[config.mk]
export PLATFORM = sky130hd
export DESIGN_NAME = lux_autorange_converter_top
export DESIGN_NICKNAME = d
export VERILOG_FILES = /design/src/rtl/lac_pkg.sv /design/src/rtl/lac_ctrl.sv /design/src/rtl/lac_datapath.sv /design/src/rtl/lux_autorange_converter_top.sv
export SDC_FILE = /design/constraint.sdc
export NUM_CORES = 2
export LEC_CHECK = 0
export BUFFER_PORTS_ARGS = -buffer_cell sky130_fd_sc_hd__buf_2
export CORE_AREA = 2 2 285 287
export DETAILED_ROUTE_END_ITERATION = 12
export DIE_AREA = 0 0 287 289
export GPL_TIMING_DRIVEN = 0
export PLACE_DENSITY_LB_ADDON = 0.3
export SLEW_MARGIN = 20
export SYNTH_ARGS = -nofsm -noshare
export SYNTH_HDL_FRONTEND = slang
export SYNTH_SLANG_ARGS = --single-unit
export TNS_END_PERCENT = 1
[constraint.sdc]
create_clock -name i_clk -period 9.75 [get_ports i_clk]
set_input_delay 0 -clock i_clk [delete_from_list [all_inputs] [get_ports i_clk]]
set_output_delay 0 -clock i_clk [all_outputs]
set_load 0.05 [all_outputs]
[src/rtl/lac_pkg.sv]
package lac_pkg;

    // Field widths.
    localparam int COUNT_W   = 16;
    localparam int SETTING_W = 8;
    localparam int LUX_W     = 22;
    localparam int CNT_W     = 3;

    // Lux arithmetic widths: dividend, divisor and divider step counter.
    localparam int NUM_W     = 37;
    localparam int DEN_W     = 31;
    localparam int DIV_CNT_W = 6;
    localparam logic [DIV_CNT_W-1:0] DIV_LAST = DIV_CNT_W'(NUM_W - 1);

    // Autorange constants.
    localparam logic [CNT_W-1:0]     MAX_RAISES          = 3'd6;
    localparam logic [SETTING_W-1:0] SETTING_RESET       = 8'd218;
    localparam logic [SETTING_W-1:0] SETTING_CLAMP_ABOVE = 8'd250;
    localparam logic [LUX_W-1:0]     LUX_MAX             = '1;

    // Configuration reset values.
    localparam logic [15:0] RST_RAISE_THRESHOLD = 16'd50000;
    localparam logic [7:0]  RST_SETTING_MAX     = 8'd250;
    localparam logic [5:0]  RST_CLOCK_PERIOD    = 6'd28;
    localparam logic [1:0]  RST_GAIN_CODE       = 2'd0;

    // Scale factors for the ratio test and the clock; the lux scale (102.6 * 10) is applied as shifts in the datapath.
    localparam logic [6:0]  RATIO_SCALE = 7'd100;
    localparam logic [15:0] CLK_SCALE   = 16'd964;

    // Ratio bands, scaled by 100, and their coefficient pairs, scaled by 1000.
    localparam logic [7:0]  BAND_LIMIT [4] = '{8'd26, 8'd55, 8'd109, 8'd213};
    localparam logic [11:0] COEF_VIS   [4] = '{12'd1290, 12'd795, 12'd510, 12'd276};
    localparam logic [11:0] COEF_IR    [4] = '{12'd2733, 12'd859, 12'd345, 12'd130};

    // Gains 1, 2, 64 and 128 as left shifts.
    localparam logic [2:0]  GAIN_SHIFT [4] = '{3'd0, 3'd1, 3'd6, 3'd7};

    // Result status codes.
    typedef enum logic [1:0] {
        STATUS_RAISE = 2'd0,
        STATUS_LUX   = 2'd1,
        STATUS_ERROR = 2'd2
    } t_status;

    // Configuration register indexes.
    typedef enum logic [1:0] {
        CFG_RAISE_THRESHOLD = 2'd0,
        CFG_SETTING_MAX     = 2'd1,
        CFG_CLOCK_PERIOD    = 2'd2,
        CFG_GAIN_CODE       = 2'd3
    } t_cfg_index;

    // Commands from the controller to the datapath.
    typedef struct packed {
        logic load;
        logic eval;
        logic product;
        logic div_step;
        logic emit;
    } t_dp_cmd;

    // Status from the datapath to the controller.
    typedef struct packed {
        logic read_fail;
        logic raise;
        logic lux_zero;
        logic div_done;
        logic out_free;
    } t_dp_status;

endpackage

[src/rtl/lac_ctrl.sv]
module lac_ctrl (
    input  logic                i_clk,
    input  logic                i_rst_n,
    input  logic                i_s_valid,
    output logic                o_s_ready,
    input  lac_pkg::t_dp_status i_status,
    output lac_pkg::t_dp_cmd    o_cmd
);

    typedef enum logic [4:0] {
        ST_IDLE    = 5'b00001,
        ST_EVAL    = 5'b00010,
        ST_PRODUCT = 5'b00100,
        ST_DIVIDE  = 5'b01000,
        ST_EMIT    = 5'b10000
    } t_state;

    t_state r_state;
    t_state n_state;

    assign o_s_ready = (r_state == ST_IDLE);

    // Next state and datapath commands.
    always_comb begin
        n_state = r_state;
        o_cmd   = '0;
        case (r_state)
            ST_IDLE: begin
                if (i_s_valid) begin
                    o_cmd.load = 1'b1;
                    n_state    = ST_EVAL;
                end
            end
            ST_EVAL: begin
                o_cmd.eval = 1'b1;
                if (i_status.read_fail || i_status.raise) begin
                    n_state = ST_EMIT;
                end else begin
                    n_state = ST_PRODUCT;
                end
            end
            ST_PRODUCT: begin
                o_cmd.product = 1'b1;
                n_state       = ST_DIVIDE;
            end
            ST_DIVIDE: begin
                // A result known to be zero skips the divider.
                if (i_status.lux_zero) begin
                    n_state = ST_EMIT;
                end else begin
                    o_cmd.div_step = 1'b1;
                    if (i_status.div_done) begin
                        n_state = ST_EMIT;
                    end
                end
            end
            ST_EMIT: begin
                if (i_status.out_free) begin
                    o_cmd.emit = 1'b1;
                    n_state    = ST_IDLE;
                end
            end
            default: begin
                n_state = ST_IDLE;
            end
        endcase
    end

    // State register.
    always_ff @(posedge i_clk) begin
        if (!i_rst_n) begin
            r_state <= ST_IDLE;
        end else begin
            r_state <= n_state;
        end
    end

endmodule

[src/rtl/lac_datapath.sv]
module lac_datapath (
    input  logic                i_clk,
    input  logic                i_rst_n,
    input  logic                i_cfg_we,
    input  logic [1:0]          i_cfg_index,
    input  logic [15:0]         i_cfg_wdata,
    input  logic [15:0]         i_visible_count,
    input  logic [15:0]         i_infrared_count,
    input  logic                i_read_ok,
    input  lac_pkg::t_dp_cmd    i_cmd,
    output lac_pkg::t_dp_status o_status,
    output logic                o_out_valid,
    input  logic                i_out_ready,
    output logic [1:0]          o_status_code,
    output logic [7:0]          o_next_setting,
    output logic [21:0]         o_lux
);

    // Configuration registers.
    logic [15:0] r_thr;
    logic [7:0]  r_smax;
    logic [5:0]  r_tper;
    logic [1:0]  r_gain;

    // Autorange state.
    logic [7:0] r_cur;
    logic [2:0] r_cnt;

    // Captured reading.
    logic [15:0] r_d0;
    logic [15:0] r_d1;
    logic        r_ok;

    // Evaluation results.
    lac_pkg::t_status r_kind;
    logic [1:0]       r_band;
    logic             r_lux_zero;
    logic [15:0]      r_t964;

    // Division operands and state.
    logic                          r_pos_gt;
    logic [lac_pkg::NUM_W-1:0]     r_num;
    logic [lac_pkg::DEN_W-1:0]     r_den;
    logic [lac_pkg::DEN_W-1:0]     r_rem;
    logic [lac_pkg::DIV_CNT_W-1:0] r_div_cnt;

    // Output register.
    logic        r_out_valid;
    logic [1:0]  r_out_status;
    logic [7:0]  r_out_setting;
    logic [21:0] r_out_lux;

    logic        raise_req;
    logic [22:0] ir_scaled;
    logic [3:0]  band_hit;
    logic [1:0]  band_idx;
    logic        band_none;
    logic        zero_cnt;
    logic [27:0] pos;
    logic [27:0] neg;
    logic [26:0] diff;
    logic [lac_pkg::NUM_W-1:0] num;
    logic [8:0]  span;
    logic [24:0] den_base;
    logic [lac_pkg::DEN_W-1:0] den;
    logic [lac_pkg::DEN_W:0]   trial;
    logic        trial_ge;
    logic [7:0]  gap;
    logic [8:0]  raise_sum;
    logic [7:0]  raise_next;
    logic [21:0] lux_val;

    // Raise decision on the captured reading.
    assign raise_req = ((r_d0 > r_thr) || (r_d1 > r_thr)) && (r_cnt < lac_pkg::MAX_RAISES);
    assign zero_cnt  = (r_d0 == '0) || (r_d1 == '0);

    // Ratio band by cross-multiplication against each limit.
    assign ir_scaled = 23'(r_d1) * 23'(lac_pkg::RATIO_SCALE);
    always_comb begin
        for (int b = 0; b < 4; b++) begin
            band_hit[b] = {1'b0, ir_scaled} < (24'(r_d0) * 24'(lac_pkg::BAND_LIMIT[b]));
        end
        band_idx  = 2'd0;
        band_none = 1'b1;
        for (int b = 3; b >= 0; b--) begin
            if (band_hit[b]) begin
                band_idx  = 2'(b);
                band_none = 1'b0;
            end
        end
    end

    // Numerator: coefficient difference times 1026; denominator without gain first.
    assign pos      = 28'(r_d0) * 28'(lac_pkg::COEF_VIS[r_band]);
    assign neg      = 28'(r_d1) * 28'(lac_pkg::COEF_IR[r_band]);
    assign diff     = 27'(pos - neg);
    assign num      = (lac_pkg::NUM_W'(diff) << 10) + (lac_pkg::NUM_W'(diff) << 1);
    assign span     = 9'd256 - 9'(r_cur);
    assign den_base = 25'(r_t964) * 25'(span);
    assign den      = lac_pkg::DEN_W'(den_base) << lac_pkg::GAIN_SHIFT[r_gain];

    // One restoring division step per cycle.
    assign trial    = {r_rem, r_num[lac_pkg::NUM_W-1]};
    assign trial_ge = trial >= {1'b0, r_den};

    // Raised setting: half the gap to the maximum plus one, clamped.
    always_comb begin
        gap = '0;
        if (r_smax > r_cur) begin
            gap = (r_smax - r_cur) >> 1;
        end
        raise_sum  = 9'(r_cur) + 9'(gap) + 9'd1;
        raise_next = raise_sum[7:0];
        if (raise_next > lac_pkg::SETTING_CLAMP_ABOVE) begin
            raise_next = r_smax;
        end
    end

    // Final lux with saturation.
    always_comb begin
        if (r_lux_zero || !r_pos_gt) begin
            lux_val = '0;
        end else if (|r_num[lac_pkg::NUM_W-1:lac_pkg::LUX_W]) begin
            lux_val = lac_pkg::LUX_MAX;
        end else begin
            lux_val = r_num[lac_pkg::LUX_W-1:0];
        end
    end

    // Status to the controller.
    always_comb begin
        o_status.read_fail = !r_ok;
        o_status.raise     = raise_req;
        o_status.lux_zero  = r_lux_zero || !r_pos_gt;
        o_status.div_done  = (r_div_cnt == lac_pkg::DIV_LAST);
        o_status.out_free  = !r_out_valid || i_out_ready;
    end

    // Configuration, autorange state and output valid.
    always_ff @(posedge i_clk) begin
        if (!i_rst_n) begin
            r_thr       <= lac_pkg::RST_RAISE_THRESHOLD;
            r_smax      <= lac_pkg::RST_SETTING_MAX;
            r_tper      <= lac_pkg::RST_CLOCK_PERIOD;
            r_gain      <= lac_pkg::RST_GAIN_CODE;
            r_cur       <= lac_pkg::SETTING_RESET;
            r_cnt       <= '0;
            r_out_valid <= 1'b0;
        end else begin
            if (i_cfg_we) begin
                case (lac_pkg::t_cfg_index'(i_cfg_index))
                    lac_pkg::CFG_RAISE_THRESHOLD: r_thr  <= i_cfg_wdata;
                    lac_pkg::CFG_SETTING_MAX:     r_smax <= i_cfg_wdata[7:0];
                    lac_pkg::CFG_CLOCK_PERIOD:    r_tper <= i_cfg_wdata[5:0];
                    lac_pkg::CFG_GAIN_CODE:       r_gain <= i_cfg_wdata[1:0];
                    default: begin
                    end
                endcase
            end
            if (i_cmd.emit) begin
                r_out_valid <= 1'b1;
                if (r_kind == lac_pkg::STATUS_RAISE) begin
                    r_cur <= raise_next;
                    r_cnt <= r_cnt + 3'd1;
                end else begin
                    r_cur <= lac_pkg::SETTING_RESET;
                    r_cnt <= '0;
                end
            end else if (i_out_ready) begin
                r_out_valid <= 1'b0;
            end
        end
    end

    // Payload registers: reading, evaluation, division and output fields.
    always_ff @(posedge i_clk) begin
        if (i_cmd.load) begin
            r_d0 <= i_visible_count;
            r_d1 <= i_infrared_count;
            r_ok <= i_read_ok;
        end
        if (i_cmd.eval) begin
            if (!r_ok) begin
                r_kind <= lac_pkg::STATUS_ERROR;
            end else if (raise_req) begin
                r_kind <= lac_pkg::STATUS_RAISE;
            end else begin
                r_kind <= lac_pkg::STATUS_LUX;
            end
            r_band     <= band_idx;
            r_lux_zero <= zero_cnt || band_none;
            r_t964     <= 16'(r_tper) * lac_pkg::CLK_SCALE;
        end
        if (i_cmd.product) begin
            r_pos_gt  <= pos > neg;
            r_num     <= num;
            r_den     <= den;
            r_rem     <= '0;
            r_div_cnt <= '0;
        end else if (i_cmd.div_step) begin
            r_rem     <= trial_ge ? lac_pkg::DEN_W'(trial - {1'b0, r_den})
                                  : trial[lac_pkg::DEN_W-1:0];
            r_num     <= {r_num[lac_pkg::NUM_W-2:0], trial_ge};
            r_div_cnt <= r_div_cnt + 6'd1;
        end
        if (i_cmd.emit) begin
            r_out_status <= r_kind;
            case (r_kind)
                lac_pkg::STATUS_RAISE: begin
                    r_out_setting <= raise_next;
                    r_out_lux     <= '0;
                end
                lac_pkg::STATUS_LUX: begin
                    r_out_setting <= lac_pkg::SETTING_RESET;
                    r_out_lux     <= lux_val;
                end
                default: begin
                    r_out_setting <= lac_pkg::SETTING_RESET;
                    r_out_lux     <= '0;
                end
            endcase
        end
    end

    assign o_out_valid    = r_out_valid;
    assign o_status_code  = r_out_status;
    assign o_next_setting = r_out_setting;
    assign o_lux          = r_out_lux;

endmodule

[src/rtl/lux_autorange_converter_top.sv]
// Lux converter with integration-time autorange for a two-channel light sensor.
// Input stream: one completed reading per item. Output stream: one result per
// item, either a request for a new reading at a raised setting, a final lux
// value, or an error for a failed reading. Configuration registers are written
// through i_cfg_we/i_cfg_index/i_cfg_wdata; the user must do so only while no
// item is in flight, as the block does not enforce it. A raise or an error goes
// from evaluation straight to the output register; a lux known to be zero skips
// the divider; a computed lux passes the product and the 37-step restoring
// divider, one quotient bit per cycle. An item is accepted once the previous
// one has been handed to the output register, so readings are taken one at a time.
// A finished result waits in the output register while the next item is
// already accepted and processed; if the receiver still stalls when that next
// result is ready, the block holds it and takes no new item.
// Reset clears the configuration to its defaults, the setting to 218, the
// raise count to zero, and drops any pending result.
module lux_autorange_converter_top (
    input  logic        i_clk,
    input  logic        i_rst_n,
    // Configuration write port.
    input  logic        i_cfg_we,
    input  logic [1:0]  i_cfg_index,
    input  logic [15:0] i_cfg_wdata,
    // Reading stream.
    input  logic        s_axis_tvalid,
    output logic        s_axis_tready,
    input  logic [31:0] s_axis_tdata,  // [15:0] visible_count, [31:16] infrared_count
    input  logic        s_axis_tuser,  // [0] read_ok
    // Result stream.
    output logic        m_axis_tvalid,
    input  logic        m_axis_tready,
    output logic [31:0] m_axis_tdata   // [1:0] status, [9:2] next_setting, [31:10] lux
);

    lac_pkg::t_dp_cmd    dp_cmd;
    lac_pkg::t_dp_status dp_status;
    logic [1:0]          out_status;
    logic [7:0]          out_setting;
    logic [21:0]         out_lux;

    lac_ctrl u_ctrl (
        .i_clk     (i_clk),
        .i_rst_n   (i_rst_n),
        .i_s_valid (s_axis_tvalid),
        .o_s_ready (s_axis_tready),
        .i_status  (dp_status),
        .o_cmd     (dp_cmd)
    );

    lac_datapath u_datapath (
        .i_clk            (i_clk),
        .i_rst_n          (i_rst_n),
        .i_cfg_we         (i_cfg_we),
        .i_cfg_index      (i_cfg_index),
        .i_cfg_wdata      (i_cfg_wdata),
        .i_visible_count  (s_axis_tdata[15:0]),
        .i_infrared_count (s_axis_tdata[31:16]),
        .i_read_ok        (s_axis_tuser),
        .i_cmd            (dp_cmd),
        .o_status         (dp_status),
        .o_out_valid      (m_axis_tvalid),
        .i_out_ready      (m_axis_tready),
        .o_status_code    (out_status),
        .o_next_setting   (out_setting),
        .o_lux            (out_lux)
    );

    assign m_axis_tdata = {out_lux, out_setting, out_status};

endmodule

After elaboration in Yosys (flattened, before gate mapping) --
Cells that the tools add are included.
Storage, ports and cells: flip-flop bits (word level) 239, bits of input ports 56, output and inout bits 34, word-level logic and storage cells 137
Cells by class: add/subtract/negate cells 9, multipliers 9, $lt $le $gt $ge 13, equality and inequality tests 13, shift-type cells 1, mux-type cells 41, bitwise operators 3, reductions and logical operators 24
Operators by type and width (count):
- $mux W37 | 2
- $mul A16 B12 Y28 | 2
- $bmux W12 S2 | 2
- $mux W12 | 4
- $add A37 B28 Y37 | 1
- $ge A32 B31 Y1 | 1
- $gt A16 B16 Y1 | 2
- $logic_not A16 Y1 | 2
- $mux W31 | 1
- $shl A25 B3 Y31 | 1
- $sub A31 B31 Y31 | 1
- $gt A28 B28 Y1 | 1
- $sub A27 B27 Y27 | 1
- $mux W5 | 5
- $pmux W5 S5 | 1
- $lt A23 B24 Y1 | 1
- $mul A16 B8 Y24 const B | 1
- $lt A23 B21 Y1 | 1
- $lt A23 B22 Y1 | 1
- $lt A23 B23 Y1 | 1
- $mul A14 B9 Y23 | 1
- $mul A16 B7 Y23 const B | 1
- $mul A16 B6 Y22 const B | 1
- $mux W22 | 1
- other kinds (40) | 77

Longest topological paths before layout --
word-level depth 8, mapped depth 46, gate-level depth less buffers 43

Modules after synthesis --
Synthesis repeated with hierarchy kept, for this count alone.
Second synthesis, totals: cells, all modules 4354, area, all modules 40024.6 um^2
Modules (own cells, without submodules):
- lac_datapath | times used 1, cells an instance 4320, area each 39733.1 um^2
- lac_ctrl | times used 1, cells an instance 34, area each 291.5 um^2

Worst setup path after synthesis --
OpenSTA, ideal clock, no wires.
path kind reg2reg, start point reg u_datapath.r_band[1], end point reg u_datapath.r_num[27] (netlist name), data pin, data arrival time 9.241 ns, path slack 0.242 ns, cell stages (with the launch flop) 41, cell sequence edfxtp_1 -> clkbuf_1 -> inv_1 -> clkbuf_1 -> ha_1 -> clkbuf_1 -> clkbuf_1 -> nor2_1 -> fa_1 -> inv_1 -> fa_1 -> inv_1 -> fa_1 -> fa_1 -> inv_1 -> fa_1 -> inv_1 -> ha_1 -> [... 5 more ...] -> o31a_1 -> a21o_1 -> xnor2_1 -> ha_1 -> inv_1 -> and3_1 -> a2111oi_0 -> o211ai_1 -> ha_1 -> nor2b_1 -> or4_1 -> o22a_1 -> o21ai_1 -> nand2b_1 -> nand2b_1 -> a21oi_1 -> xor2_1 -> o21ai_0
On the way: longest elaborated chain between the ends 8
RTL lines:
- start, declared | RTL line lac_datapath.sv:36 | logic [1:0] r_band;
- start signal, assigned | RTL line lac_datapath.sv:190 | r_band <= band_idx;
- $not A2 Y3 (implied by the code) (*) | RTL line lac_datapath.sv:94, lac_datapath.sv:95
- $bmux W12 S2, on equally long branches | RTL line lac_datapath.sv:94, lac_datapath.sv:95
- $mux W12, on equally long branches (2 in series) | RTL line lac_datapath.sv:94, lac_datapath.sv:95
- $mul A16 B12 Y28, on equally long branches | RTL line lac_datapath.sv:94, lac_datapath.sv:95
- $sub A27 B27 Y27 (*) | RTL line lac_datapath.sv:96 | assign diff = 27'(pos - neg);
- $add A37 B28 Y37 (*) | RTL line lac_datapath.sv:97 | assign num = (lac_pkg::NUM_W'(diff) << 10) + (lac_pkg::NUM_W'(diff) << 1);
- $mux W37 (*) | RTL line lac_datapath.sv:194 | if (i_cmd.product) begin
- end signal, assigned | RTL line lac_datapath.sv:196 | r_num <= num;
- end signal, assigned | RTL line lac_datapath.sv:203 | r_num <= {r_num[lac_pkg::NUM_W-2:0], trial_ge};
- end, declared | RTL line lac_datapath.sv:42 | logic [lac_pkg::NUM_W-1:0] r_num;
Mark *: on every way between the ends. The rest lies on a longest branch, timed or not. The select of a mux whose other input is x is not followed. A chain may end at the register's enable or synchronous reset.

Final worst setup path --
start point reg u_datapath.r_band[1], end point reg u_datapath.r_num[36] (netlist name), data pin
Same word-level chain as after synthesis.

==> summary.md <==
| Metric | Value |
|---|---|
| Final clock period utilization by the worst path | 96.69% |
| Fmax | 0.1061 GHz |
| TritonCTS clock tree | built |
| IO Count | 90 |
| IO Port Bufs | 88 |
| Critical path's top delay family | adder cells |
| Post-synth cell types | 96 |
| Share of cells above drive strength 1 | 7.021% |
| FF+latch area | 6256 µm² |
| Seq cells post-synth | 237 |
| Register area share after synthesis | 15.77% |
| Cell area after synthesis | 39670 µm² |
| Initial antenna violation count | 1 |
| Area of the multi-input gates | 30310 µm² |
| Status | finished, final reports clean |
| CTS root buf | clkbuf_16 |
| Clock sink count | 237 |
| Slowest stage delay, CP | 0.53 ns |
| Final setup violation count | 0 |
| Wire length per cell | 17.78 µm |
| Setup crit end kind | register |
| Die Wd | 287 µm |
| DR iter-0 viols | 2120 |
| Ant. Diodes | 0 |
| Buf/Inv on CP | 8 |
| Number of nets with antenna violations after routing | 0 |
| Global-route wire length before repair | 163.0 mm |
| Final wirelength | 100.9 mm |
| Clock Path Buffers | 3 |
| Worst hold start | i_cfg_index[0] |
| Die Ht | 289 µm |
| DP Area | 41490 µm² |
| Final hold viol count | 0 |
| Hold Crit Endpoint | u_datapath.r_gain[0] |
| Crit path DAT | 9.72 ns |
| Fin worst setup slack | 0.3230 ns |
| Via count | 30.76k |
| Syn nets | 5543 |
| Most frequent cells after synthesis | inv_1, ha_1, fa_1, nand2_1, nor2_1 |
| Synth area leader | fa_1 |
| P&R area growth vs syn | 10.36% |
| Slew HR | 33.67% |
| Syn Area/Cell | 9.075 µm² |
| GP Congestion | 0.9401 |
| Pre-CTS setup slack | -1.431 ns |
| R2r endpoint | u_datapath.r_num[36] |
| Top cells by area, synth | fa_1, ha_1, edfxtp_1, inv_1, dfxtp_1 |
| DPL Wire Length | 82.62 mm |
| WP data required | 10.04 ns |
| R2R Setup Slk | 0.32 ns |
| Die area | 82940 µm² |
| Grt ovf | 0 |
| Initial Util | 49.65% |
| Row cnt | 104 |
| Hold path depth | 4 |
| TNS Setup | 0 ns |
| Core area | 79900 µm² |
| Yosys Warn Count | 0 |
| Hold WS | 0.04594 ns |
| CTS clk-pin slew, worst paths | 0.07 ns |
| MaxCap Viol Count | 0 |
| Cells after synthesis | 4371 |
| Post-route design area | 43780 µm² |
| Pin count of the biggest net entering global routing | 42 |
| Final Skew | 0.01912 ns |
| Worst path slowest cell | fa_1 |
| Final Critical Period | 9.427 ns |
| CP dominant cell by count | fa_1 |
| Slew Viols, Final | 0 |
| Htree depth | 1 |
| Drc violations | 0 |
| Reg-to-Reg Start | u_datapath.r_band[1] |
| Hold crit path type | input port to register |
| Fillers | 7266 |
| Slew at the pin closest to its max-slew limit | 0.9949 ns |
| Share of the synthesized area in the top cell type | 23.06% |
| First drt pass iteration count | 7 |
| Primary FF master, synth | edfxtp_1 |
| Vias per cell | 5.420 |
| Most common cell in the netlist | inv_1 |
| Skew-Pair Late Insertion Delay | 0.54 ns |
| GR Util All Layers | 24.57% |
| CTS Buf Count | 25 |
| Fin nets | 5768 |
| Startpoint types | register |
| Vias in the first global route | 30.58k |
| Crit Path Class | register to register |
| CP Max Fanout | 6 |
| Post-synth EDFFs | 151 |
| Worst r2r path cells | 38 |
| Asr flop ratio synth | 0% |
[sequential cells by signal, summed over array words and instances, names as in the netlist, 8 cells and up]
name	cells
u_datapath.o_lux	22
u_datapath.o_next_setting	8
u_datapath.r_cur	8
u_datapath.r_d0	16
u_datapath.r_d1	16
u_datapath.r_den	29
u_datapath.r_num	37
u_datapath.r_rem	31
u_datapath.r_smax	8
u_datapath.r_t964	14
u_datapath.r_thr	16
[layout by cell type, fill, tap and decap left out, drive strengths merged, types with 25 or more instances in the layout]
cell type,instances
o21a,84
buf,168
ha,659
a21oi,195
inv,792
mux2i,33
xor2,104
edfxtp,151
o21ai,172
fa,457
a21o,82
clkbuf,107
dlygate4sd3,55
dfxtp,86
a21boi,26
nand2,373
nor2,240
nand4,34
nand2b,60
o211ai,25
xnor2,152
and2,110
nor3,40
nand3,96
nor2b,45
and3,25
[repair_timing]
item | CTS | global route
resized for setup | 40 | 97
setup endpoints to repair | 18 | 13
gates cloned | 0 | 0
hold buffers | 55 | 0
buffers inserted | 13 | 41
endpoints found under the hold margin | 73 | 0
pin swaps | 5 | 24
[cells by family (layout without fill, tap and decap cells)]
logic type	count (synthesis)	after routing	synth area share [%]
compound gates	737	737	11.98
xor+xnor	256	256	5.671
fa+ha+maj	1116	1116	43.85
buf+inv	897	1141	8.702
flops	237	237	15.77
mux	35	35	0.8895
other cells	1	1	0.009453
simple gates	1092	1092	13.12
[area by class of cell]
cell class              count  area share (%)
multi-input cells        3237           69.24
flip-flops and latches    237           14.29
inverters                 796           6.865
repair buffers            200           3.470
well taps                1060           3.030
clock buffers              33           1.618
plain buffers              99           1.252
clock inverters            13          0.2372
[worst max path at each step]
stage,start,end,cells after the start
6_report,u_datapath.r_band[1],u_datapath.r_num[36],38
5_1_grt,u_datapath.r_band[1],u_datapath.r_num[27],39
4_1_cts,u_datapath.r_band[1],u_datapath.r_num[36],39
3_5_place_dp,u_datapath.r_band[1],u_datapath.r_num[36],39
3_3_place_gp,u_datapath.r_band[1],u_datapath.r_num[36],39
2_1_floorplan,u_datapath.r_band[1],u_datapath.r_num[27],40
[layer usage]
metal	vias to the layer above	wire, µm	GRT usage (%)
li1	14850	-	-
met1	14900	46300	34.94
met2	866	45680	39.67
met3	139	6172	3.315
met4	0	2723	6.042
met5	-	0	0
[metrics by stage]
step / instances / utilization, %
after floorplan: 4371 / -
after global placement: 5519 / 51.86
after detailed placement: 5522 / 51.93
after CTS: 5636 / 53.95
after global routing: 5675 / 54.79
final: 5675 / 54.79
[tightest hold or removal path: cells and delay by family]
family,cells,cell delay (ns)
mux,1,0.10
simple gates,2,0.29
buf+inv,1,0.14
Power is left out: the tool's default activity adds up to more than one toggle a clock period on the data nets, which glitch-free logic cannot reach.
